## config.mk

```make
export PLATFORM = sky130hd
export DESIGN_NAME = crossing_stop_sequencer
export DESIGN_NICKNAME = d
export VERILOG_FILES = /design/src/design/css_pkg.sv /design/src/design/crossing_stop_sequencer.sv
export SDC_FILE = /design/constraint.sdc
export NUM_CORES = 1
export LEC_CHECK = 0
export ABC_CLOCK_PERIOD_IN_PS = 12500
export BUFFER_PORTS_ARGS = -buffer_cell sky130_fd_sc_hd__buf_2
export CORE_UTILIZATION = 55
export DETAILED_ROUTE_END_ITERATION = 16
export GPL_TIMING_DRIVEN = 0
export PLACE_DENSITY = 0.73
export SYNTH_ARGS = -nofsm -noshare
export SYNTH_HDL_FRONTEND = slang
export SYNTH_SLANG_ARGS = --single-unit
```

## constraint.sdc

```tcl
create_clock -name clk -period 12.5 [get_ports clk]
set_input_delay 1.25 -clock clk [delete_from_list [all_inputs] [get_ports clk]]
set_output_delay 1.25 -clock clk [all_outputs]
set_load 0.02 [all_outputs]
```

## src/design/css_pkg.sv

```systemverilog
// Shared types and constants for the crossing stop sequencer.
`timescale 1ns / 1ps

package css_pkg;

    localparam int TIME_BITS     = 48;
    localparam int FIELD_TIME_W  = 48;
    localparam int CFG_W         = 32;
    localparam int ADDR_W        = 3;
    localparam int IN_DATA_W     = 56;
    localparam int OUT_DATA_W    = 112;

    typedef logic [TIME_BITS-1:0]    time_t;
    typedef logic [FIELD_TIME_W-1:0] field_time_t;

    localparam logic [0:0] REG_ARM_ABSENCE = 1'b0;
    localparam logic [0:0] REG_STOP_DELAY  = 1'b1;

    localparam logic [CFG_W-1:0] ARM_ABSENCE_RST = 32'd300;
    localparam logic [CFG_W-1:0] STOP_DELAY_RST  = 32'd0;

    typedef enum logic [2:0] {
        PH_FIRST = 3'd0,
        PH_CLEAR = 3'd1,
        PH_ARMED = 3'd2,
        PH_DELAY = 3'd3,
        PH_STOP  = 3'd4
    } phase_t;

    typedef enum logic [3:0] {
        RS_INACTIVE   = 4'd0,
        RS_WAIT_FIRST = 4'd1,
        RS_FIRST_REC  = 4'd2,
        RS_PRESENT    = 4'd3,
        RS_ARMED      = 4'd4,
        RS_ABSENCE    = 4'd5,
        RS_WAIT_RE    = 4'd6,
        RS_DELAY_DONE = 4'd7,
        RS_REENTRY    = 4'd8,
        RS_DELAY_ACT  = 4'd9,
        RS_STOP_REQ   = 4'd10
    } reason_t;

endpackage

```

## src/design/crossing_stop_sequencer.sv

```systemverilog
// Crossing stop sequencer: frame report in, phase and stop decision out.
`timescale 1ns / 1ps

// Channel   Dir  Handshake          Contents
// s_*       in   s_tvalid/s_tready  session_active, crossing_seen, frame_time_ms
// m_*       out  m_tvalid/m_tready  phases, reason, elapsed times, stop, echoes
// APB       in   psel/penable       arm_absence_ms @0x0, stop_delay_ms @0x4
//
// One request per cycle sustained while m_tready stays high. The accepting edge
// registers the request; once the result stage has room, the advancing edge runs
// one subtract/compare per timer, loads the result register and m_tvalid, and
// updates the phase state. A stalled m_tready holds the result; s_tready drops
// only when both stages are full and m_tready is low.
// rst_n is asynchronous: phase PH_FIRST, timestamps 0, registers 300 and 0.

module crossing_stop_sequencer
(
    input  logic                             clk,
    input  logic                             rst_n,

    input  logic                             s_tvalid,
    output logic                             s_tready,
    // [0] session_active, [1] crossing_seen, [49:2] frame_time_ms
    input  logic [css_pkg::IN_DATA_W-1:0]    s_tdata,

    output logic                             m_tvalid,
    input  logic                             m_tready,
    // [2:0] phase_before, [5:3] phase_after, [9:6] reason_code,
    // [57:10] absence_time, [105:58] delay_elapsed_ms,
    // [106] stop_request, [107] session_echo, [108] seen_echo
    output logic [css_pkg::OUT_DATA_W-1:0]   m_tdata,

    input  logic                             psel,
    input  logic                             penable,
    input  logic                             pwrite,
    input  logic [css_pkg::ADDR_W-1:0]       paddr,
    input  logic [css_pkg::CFG_W-1:0]        pwdata,
    output logic [css_pkg::CFG_W-1:0]        prdata,
    output logic                             pready
);

    logic                         cfg_wr;
    logic [css_pkg::CFG_W-1:0]    arm_absence_reg;
    logic [css_pkg::CFG_W-1:0]    stop_delay_reg;

    logic                         in_valid_reg;
    logic                         in_active_reg;
    logic                         in_seen_reg;
    css_pkg::time_t               in_time_reg;

    css_pkg::phase_t              phase_reg;
    css_pkg::phase_t              phase_next;
    css_pkg::time_t               last_seen_reg;
    css_pkg::time_t               last_seen_next;
    css_pkg::time_t               delay_start_reg;
    css_pkg::time_t               delay_start_next;

    css_pkg::reason_t             reason;
    css_pkg::time_t               absence;
    css_pkg::time_t               delay;
    css_pkg::time_t               absence_calc;
    css_pkg::time_t               delay_calc;

    logic                         out_valid_reg;
    css_pkg::phase_t              out_before_reg;
    css_pkg::phase_t              out_after_reg;
    css_pkg::reason_t             out_reason_reg;
    css_pkg::field_time_t         out_absence_reg;
    css_pkg::field_time_t         out_delay_reg;
    logic                         out_stop_reg;
    logic                         out_active_reg;
    logic                         out_seen_reg;

    logic                         advance;
    logic                         s_accept;

    // Configuration port
    assign pready = 1'b1;
    assign cfg_wr = psel & penable & pwrite & pready;
    assign prdata = (paddr[2] == css_pkg::REG_STOP_DELAY) ? stop_delay_reg : arm_absence_reg;

    always_ff @(posedge clk or negedge rst_n)
    begin
        if (!rst_n)
        begin
            arm_absence_reg <= css_pkg::ARM_ABSENCE_RST;
            stop_delay_reg  <= css_pkg::STOP_DELAY_RST;
        end
        else if (cfg_wr)
        begin
            if (paddr[2] == css_pkg::REG_STOP_DELAY)
                stop_delay_reg <= pwdata;
            else
                arm_absence_reg <= pwdata;
        end
    end

    // Pipeline handshake
    assign advance  = in_valid_reg & (~out_valid_reg | m_tready);
    assign s_tready = ~in_valid_reg | advance;
    assign s_accept = s_tvalid & s_tready;
    assign m_tvalid = out_valid_reg;

    always_ff @(posedge clk or negedge rst_n)
    begin
        if (!rst_n)
        begin
            in_valid_reg  <= 1'b0;
            out_valid_reg <= 1'b0;
        end
        else
        begin
            if (s_tready)
                in_valid_reg <= s_tvalid;
            if (advance)
                out_valid_reg <= 1'b1;
            else if (m_tready)
                out_valid_reg <= 1'b0;
        end
    end

    always_ff @(posedge clk)
    begin
        if (s_accept)
        begin
            in_active_reg <= s_tdata[0];
            in_seen_reg   <= s_tdata[1];
            in_time_reg   <= css_pkg::TIME_BITS'(s_tdata[css_pkg::FIELD_TIME_W+1:2]);
        end
    end

    // Elapsed times, clamped at zero when the timestamp runs backwards
    assign absence_calc = (in_time_reg >= last_seen_reg) ?
                          (in_time_reg - last_seen_reg) : '0;
    assign delay_calc   = (in_time_reg >= delay_start_reg) ?
                          (in_time_reg - delay_start_reg) : '0;

    always_comb
    begin
        phase_next       = phase_reg;
        last_seen_next   = last_seen_reg;
        delay_start_next = delay_start_reg;
        reason           = css_pkg::RS_INACTIVE;
        absence          = '0;
        delay            = '0;

        if (!in_active_reg)
        begin
            phase_next       = css_pkg::PH_FIRST;
            last_seen_next   = '0;
            delay_start_next = '0;
        end
        else
        begin
            unique case (phase_reg)
                css_pkg::PH_CLEAR:
                begin
                    if (in_seen_reg)
                    begin
                        last_seen_next = in_time_reg;
                        reason         = css_pkg::RS_PRESENT;
                    end
                    else
                    begin
                        absence = absence_calc;
                        if (absence_calc >= css_pkg::TIME_BITS'(arm_absence_reg))
                        begin
                            phase_next = css_pkg::PH_ARMED;
                            reason     = css_pkg::RS_ARMED;
                        end
                        else
                            reason = css_pkg::RS_ABSENCE;
                    end
                end
                css_pkg::PH_ARMED:
                begin
                    reason = css_pkg::RS_WAIT_RE;
                    if (in_seen_reg)
                    begin
                        delay_start_next = in_time_reg;
                        if (stop_delay_reg == '0)
                        begin
                            phase_next = css_pkg::PH_STOP;
                            reason     = css_pkg::RS_DELAY_DONE;
                        end
                        else
                        begin
                            phase_next = css_pkg::PH_DELAY;
                            reason     = css_pkg::RS_REENTRY;
                        end
                    end
                end
                css_pkg::PH_DELAY:
                begin
                    delay = delay_calc;
                    if (delay_calc >= css_pkg::TIME_BITS'(stop_delay_reg))
                    begin
                        phase_next = css_pkg::PH_STOP;
                        reason     = css_pkg::RS_DELAY_DONE;
                    end
                    else
                        reason = css_pkg::RS_DELAY_ACT;
                end
                css_pkg::PH_STOP:
                    reason = css_pkg::RS_STOP_REQ;
                default:
                begin
                    phase_next = css_pkg::PH_FIRST;
                    reason     = css_pkg::RS_WAIT_FIRST;
                    if (in_seen_reg)
                    begin
                        phase_next     = css_pkg::PH_CLEAR;
                        last_seen_next = in_time_reg;
                        reason         = css_pkg::RS_FIRST_REC;
                    end
                end
            endcase
        end
    end

    always_ff @(posedge clk or negedge rst_n)
    begin
        if (!rst_n)
        begin
            phase_reg       <= css_pkg::PH_FIRST;
            last_seen_reg   <= '0;
            delay_start_reg <= '0;
        end
        else if (advance)
        begin
            phase_reg       <= phase_next;
            last_seen_reg   <= last_seen_next;
            delay_start_reg <= delay_start_next;
        end
    end

    always_ff @(posedge clk)
    begin
        if (advance)
        begin
            out_before_reg  <= phase_reg;
            out_after_reg   <= phase_next;
            out_reason_reg  <= reason;
            out_absence_reg <= css_pkg::FIELD_TIME_W'(absence);
            out_delay_reg   <= css_pkg::FIELD_TIME_W'(delay);
            out_stop_reg    <= (phase_next == css_pkg::PH_STOP);
            out_active_reg  <= in_active_reg;
            out_seen_reg    <= in_seen_reg;
        end
    end

    assign m_tdata = {3'b000, out_seen_reg, out_active_reg, out_stop_reg,
                      out_delay_reg, out_absence_reg, out_reason_reg,
                      out_after_reg, out_before_reg};

    // Checks
    a_inactive_clears: assert property (@(posedge clk) disable iff (!rst_n)
        advance && !in_active_reg |=> phase_reg == css_pkg::PH_FIRST
                                      && last_seen_reg == '0 && delay_start_reg == '0)
        else $error("inactive session did not clear the phase state");

    a_stop_holds: assert property (@(posedge clk) disable iff (!rst_n)
        advance && in_active_reg && phase_reg == css_pkg::PH_STOP
        |=> phase_reg == css_pkg::PH_STOP)
        else $error("stop phase left while session active");

    a_absence_only_clear: assert property (@(posedge clk) disable iff (!rst_n)
        out_valid_reg && out_absence_reg != '0 |-> out_before_reg == css_pkg::PH_CLEAR)
        else $error("absence time reported outside clearance phase");

    a_delay_only_delay: assert property (@(posedge clk) disable iff (!rst_n)
        out_valid_reg && out_delay_reg != '0 |-> out_before_reg == css_pkg::PH_DELAY)
        else $error("delay time reported outside delay phase");

    a_stall_only_full: assert property (@(posedge clk) disable iff (!rst_n)
        !s_tready |-> in_valid_reg && out_valid_reg && !m_tready)
        else $error("input stalled with room in the pipeline");

endmodule

```

Word level (Yosys, flattened, before mapping) --
Index checks and enable logic that the tools add are counted.
Word-level totals: bits in registers 324, bits in latches 0, bits in writable memories 0, ROM bits 0, word-level logic and storage cells 77, memories 0
Operators by class: $add $sub $neg 2, multiply operators 0, divide/modulo/power cells 0, $lt $le $gt $ge 4, equal/unequal tests 8, shift-type cells 0, mux-type cells 25, bitwise logic cells 11, reduce and logical (&&, ||, !) cells 9
Operators by type and width (number):
- $mux W48 | 7
- $ge A48 B32 Y1 | 2
- $ge A48 B48 Y1 | 2
- $sub A48 B48 Y48 | 2
- $logic_not A32 Y1 | 1
- $mux W32 | 1
- $mux W3 | 7
- $pmux W4 S4 | 1
- $mux W4 | 3
- $pmux W3 S4 | 1
- $eq A3 B2 Y1 const B | 2
- $eq A3 B3 Y1 const B | 2
- $reduce_and A2 Y1 | 3
- $reduce_and A3 Y1 | 2
- $reduce_or A3 Y1 | 2
- $not A1 Y1 | 5
- $and A1 B1 Y1 | 4
- $mux W1 | 4
- $ne A2 B1 Y1 const B | 2
- $eq A3 B1 Y1 const B | 1
- $mux W2 | 1
- $ne A2 B2 Y1 const B | 1
- $or A1 B1 Y1 | 2
- $reduce_bool A2 Y1 | 1

Longest topological paths before layout --
depth in word-level cells 8, depth in mapped cells 27

Worst setup path after synthesis --
Ideal clock, no wire load.
path kind reg2reg, from reg in_time_reg[20], to reg phase_reg[2], library setup time 0.121 ns, arrival time 5.043 ns, required time 12.379 ns, slack 7.336 ns, stages on the path, launching flop included 22, buffers on the path 3, cell sequence edfxtp_1 > ha_1 > clkbuf_1 > nand4_1 > or4_1 > a211oi_1 > nor2_1 > a21oi_1 > clkbuf_1 > clkbuf_1 > and2_1 > ha_1 > a2111oi_0 > o21bai_1 > a221o_1 > a211o_1 > a31oi_1 > nand4b_1 > nor4_1 > a21oi_1 > a21bo_2 > a22o_1
On the way: elaborated cells on any way between the ends 13, classes of those cells 2 x add/sub; 4 x order compare; 7 x mux
RTL lines:
- from (decl) | line crossing_stop_sequencer.sv:49 | css_pkg::time_t in_time_reg;
- from (signal assigned) | line crossing_stop_sequencer.sv:128 | in_time_reg <= css_pkg::TIME_BITS'(s_tdata[css_pkg::FIELD_TIME_W+1:2]);
- $ge A48 B48 Y1 | line crossing_stop_sequencer.sv:135 | assign delay_calc = (in_time_reg >= delay_start_reg) ?
- $mux W48 | line crossing_stop_sequencer.sv:135
- net delay_calc[1] | line crossing_stop_sequencer.sv:62 | css_pkg::time_t delay_calc;
- $ge A48 B32 Y1 | line crossing_stop_sequencer.sv:196 | if (delay_calc >= css_pkg::TIME_BITS'(stop_delay_reg))
- $mux W3 | line crossing_stop_sequencer.sv:196
- $pmux W3 S4 | line crossing_stop_sequencer.sv:155 | unique case (phase_reg)
- $mux W3 | line crossing_stop_sequencer.sv:147 | if (!in_active_reg)
- to (signal assigned) | line crossing_stop_sequencer.sv:225 | phase_reg <= css_pkg::PH_FIRST;
- to (signal assigned) | line crossing_stop_sequencer.sv:231 | phase_reg <= phase_next;
- to (decl) | line crossing_stop_sequencer.sv:51 | css_pkg::phase_t phase_reg;
The timed path passes the listed nets, and every way through them passes these cells. A chain may end at the register's enable or synchronous reset.

Final worst setup path --
from reg in_time_reg[18], to reg out_after_reg[1], data pin
On the way: cells in the longest elaborated chain, start to end 7, elaborated cells on any way between the ends 13, classes of those cells 2 x add/sub; 4 x order compare; 7 x mux
RTL lines:
- $sub A48 B48 Y48 or $ge A48 B48 Y1 (tied branches) | line crossing_stop_sequencer.sv:134, crossing_stop_sequencer.sv:133
- $mux W48 * | line crossing_stop_sequencer.sv:133 | assign absence_calc = (in_time_reg >= last_seen_reg) ?
- net absence_calc[21] | line crossing_stop_sequencer.sv:61 | css_pkg::time_t absence_calc;
- $ge A48 B32 Y1 * | line crossing_stop_sequencer.sv:166 | if (absence_calc >= css_pkg::TIME_BITS'(arm_absence_reg))
- $mux W3 * | line crossing_stop_sequencer.sv:166
- $mux W3 * | line crossing_stop_sequencer.sv:158 | if (in_seen_reg)
- $pmux W3 S4 * | line crossing_stop_sequencer.sv:155
- $mux W3 * | line crossing_stop_sequencer.sv:147
- net phase_next[1] | line crossing_stop_sequencer.sv:52 | css_pkg::phase_t phase_next;
- to (signal assigned) | line crossing_stop_sequencer.sv:242 | out_after_reg <= phase_next;
- to (decl) | line crossing_stop_sequencer.sv:66 | css_pkg::phase_t out_after_reg;
The timed path passes the listed nets; every way through them passes the cells marked *.

==> out/metrics.cfg <==
[sta]
period_needed_ns=7.39
finalCritPeriodShare_pct=59.2
slew_viol_final=0
max_slew_margin_pct=15.3
fin_setup_tns_ns=0
rsz0062_at_grt=false
setup_viol=0
timing.fmax_mhz=135
clock_skew_ns=0.0302
worst_slew_pin_slew_ns=1.27
timing_hold_violations_final=0
fin_ws_ns=5.11

[setup_path]
end_kind=register
critPathRequiredTime_ns=12.79
setup.worst_path.class=reg -> reg
arrival_ns=7.68
cp-start-kind=register
reg2reg_from=in_time_reg[18]
regToRegSetupSlack_ns=5.11
worst_r2r_path_depth=23
startpoint=in_time_reg[18]
path_max_fanout=10
r2r_end=out_after_reg[1]

[cells_and_area]
layout.nets=2859
areaGrowthSynthToFinish_pct=14.7
final_cell_count_no_fill=3140
drive_gt1_share_pct=15.0

[placed_design]
place_ws_ns=5.33
place_congestion=0.991
dp_hpwl_um=55700
dp_cells=3072
port_buffers=232

[yosys]
seq_area_frac_synth_pct=42.3
synth_cell_types=75
synth-edff-count=159
synth_ff_type=dfrtp_1
synth.top_cells.by_count=316 x nand2_1, 217 x o21ai_0, 185 x inv_1
yosysTopAreaCell=edfxtp_1
yosys.area.top_type_share_pct=22.7
synth_top_family_by_area=simple AND/OR/NAND/NOR gates
synth_seq_cells=324
syn_area_um2=21100
synth_xor_area_share_pct=3.16
syn_inst=2324
synth_compound_area_share_pct=17.3
synthTopCellsByArea=edfxtp_1 23%, dfrtp_1 19%, ha_1 9.5%
synthArstFlopShare_pct=50.9
yosysWarningCount=0
synthMuxAreaShare_pct=3.96
syn_area_per_cell_um2=9.06
synthAdderAreaFrac_pct=9.69
yosys.area_share.simple_pct=17.9
synth.most_common_cell=nand2_1

[floorplanning]
chipWidth_um=198
core_area_um2=37700
ios=245
initial_core_util_pct=55.9
core.rowCount=71
die_area_um2=39100
die_y_um=198

[grt]
grt_pass1_vias=17800
grt_usage_pct=35.2
grt_pass1_wl_um=103000
antenna_found_initial=1
overflow=0
grt_max_degree=110

[cts]
clockBufferDepth=3
clock_latency_ns=0.57
cts_tree=yes
cts_made_buffers=36
clock-sinks=324
ctsResizeCount=0
hold_buffers=0
clkTransAtPathRegs_ns=0.06
htree_levels=2
cts_setup_buffers=0
cts_root_buffer=clkbuf_16

[pwr]
ir_worst_vdd_v=0.000130
p_leak_nw=10.7
power.total_mw=4.24
power_density_nw_per_um2=175

[worst_hold_path]
hold_depth=0
whs_endpoint=out_before_reg[0]
min-delay-start=phase_reg[0]
worst_hold_path_type=reg -> reg

[detailed_routing]
drc_errors=0
routed_wl_um=68800
wl_per_cell_um=21.9
dr_total_vias=18800
ant_nets=0
vias_per_cell=6.00
drt-initial-drc-count=1737
first_pass_iters=5

[flow_run]
max_cap_violations=0

[run_status]
status=complete, no violations

[critical path, stage by stage (launching register included)]
cell,delay (ns)
edfxtp_1,0.50
ha_1,0.34
clkbuf_1,0.33
nand2_1,0.13
o21ai_0,0.36
a21oi_1,0.17
o311ai_0,0.52
nor2_1,0.17
o211ai_1,0.34
clkbuf_1,0.73
clkbuf_1,0.40
and2_1,0.20
ha_1,0.25
a21o_1,0.20
a21o_1,0.17
a21oi_1,0.27
nand2_1,0.11
or4_1,0.51
nand2_1,0.25
nand4_1,0.14
and4bb_1,0.39
a41oi_2,0.31
nand2_1,0.19
nand3_1,0.08
[layout by cell type, fill, tap and decap left out, types with 28 or more instances in the layout]
cell type	netlist	routed
ha_1	160	160
and2_1	72	71
nor2_1	121	121
buf_2	3	234
and3_1	75	75
xor2_1	30	30
clkbuf_16	0	38
dfrtp_1	161	161
nand2_1	316	316
nand4_1	61	61
xnor2_1	46	46
a21o_1	46	46
nor3_1	28	28
o21ai_0	217	217
clkbuf_1	117	122
a21oi_1	156	156
inv_1	185	184
mux2_2	67	67
edfxtp_1	159	159
[final cells by class]
type | instances | area (um^2)
antenna | 3 | 7.51
clock inverter | 18 | 168
multi-input combinational | 1690 | 11000
buffer | 127 | 507
sequential | 324 | 8910
timing repair buffer | 235 | 1250
clock buffer | 47 | 1020
fill | 3182 | 13500
inverter | 185 | 697
tap | 511 | 639
[how the worst max path moves through the flow]
stage	end	depth (start not counted)	slack, ns
floorplan	phase_reg[2]	21	7.34
global placement	out_after_reg[1]	23	5.39
detailed placement	out_after_reg[1]	23	5.33
CTS	out_after_reg[1]	23	5.25
global route	out_after_reg[1]	23	4.71
finish	out_after_reg[1]	23	5.11
[report_power, final]
part	internal, mW	leakage, nW	switching, mW	total, mW
registers	1.27	3.65	0.113	1.38
logic	0.626	6.45	1.15	1.78
clock network	0.626	0.591	0.452	1.08
total	2.52	10.7	1.72	4.24
[layer usage]
| layer | vias to the layer above | track usage [%] | routed length (um) |
|---|---|---|---|
| li1 | 8834 | - | - |
| met1 | 8991 | 50.5 | 30200 |
| met5 | - | 0 | 0 |
| met2 | 880 | 53.4 | 30000 |
| met4 | 0 | 14.5 | 2560 |
| met3 | 127 | 4.96 | 6090 |
[through the flow]
step	util (%)	cell area, um^2	hold WS, ns
2_1_floorplan	-	21100	0.423
3_3_place_gp	60.7	22900	0.432
3_5_place_dp	61.0	23000	0.444
4_1_cts	64.1	24200	0.457
5_1_grt	64.1	24200	0.461
6_report	64.1	24200	0.453
[cells by family (layout without fill, tap and decap cells)]
kind of cell	Yosys count	after routing
XOR/XNOR	76	76
other	2	7
AO/OA/AOI/OAI	594	594
AND/OR/NAND/NOR	779	779
flip-flops	324	324
multiplexers	75	75
buffers and inverters	312	612
adder cells (fa/ha/maj)	162	162
Note: power is estimated with default switching activity, not from simulation.
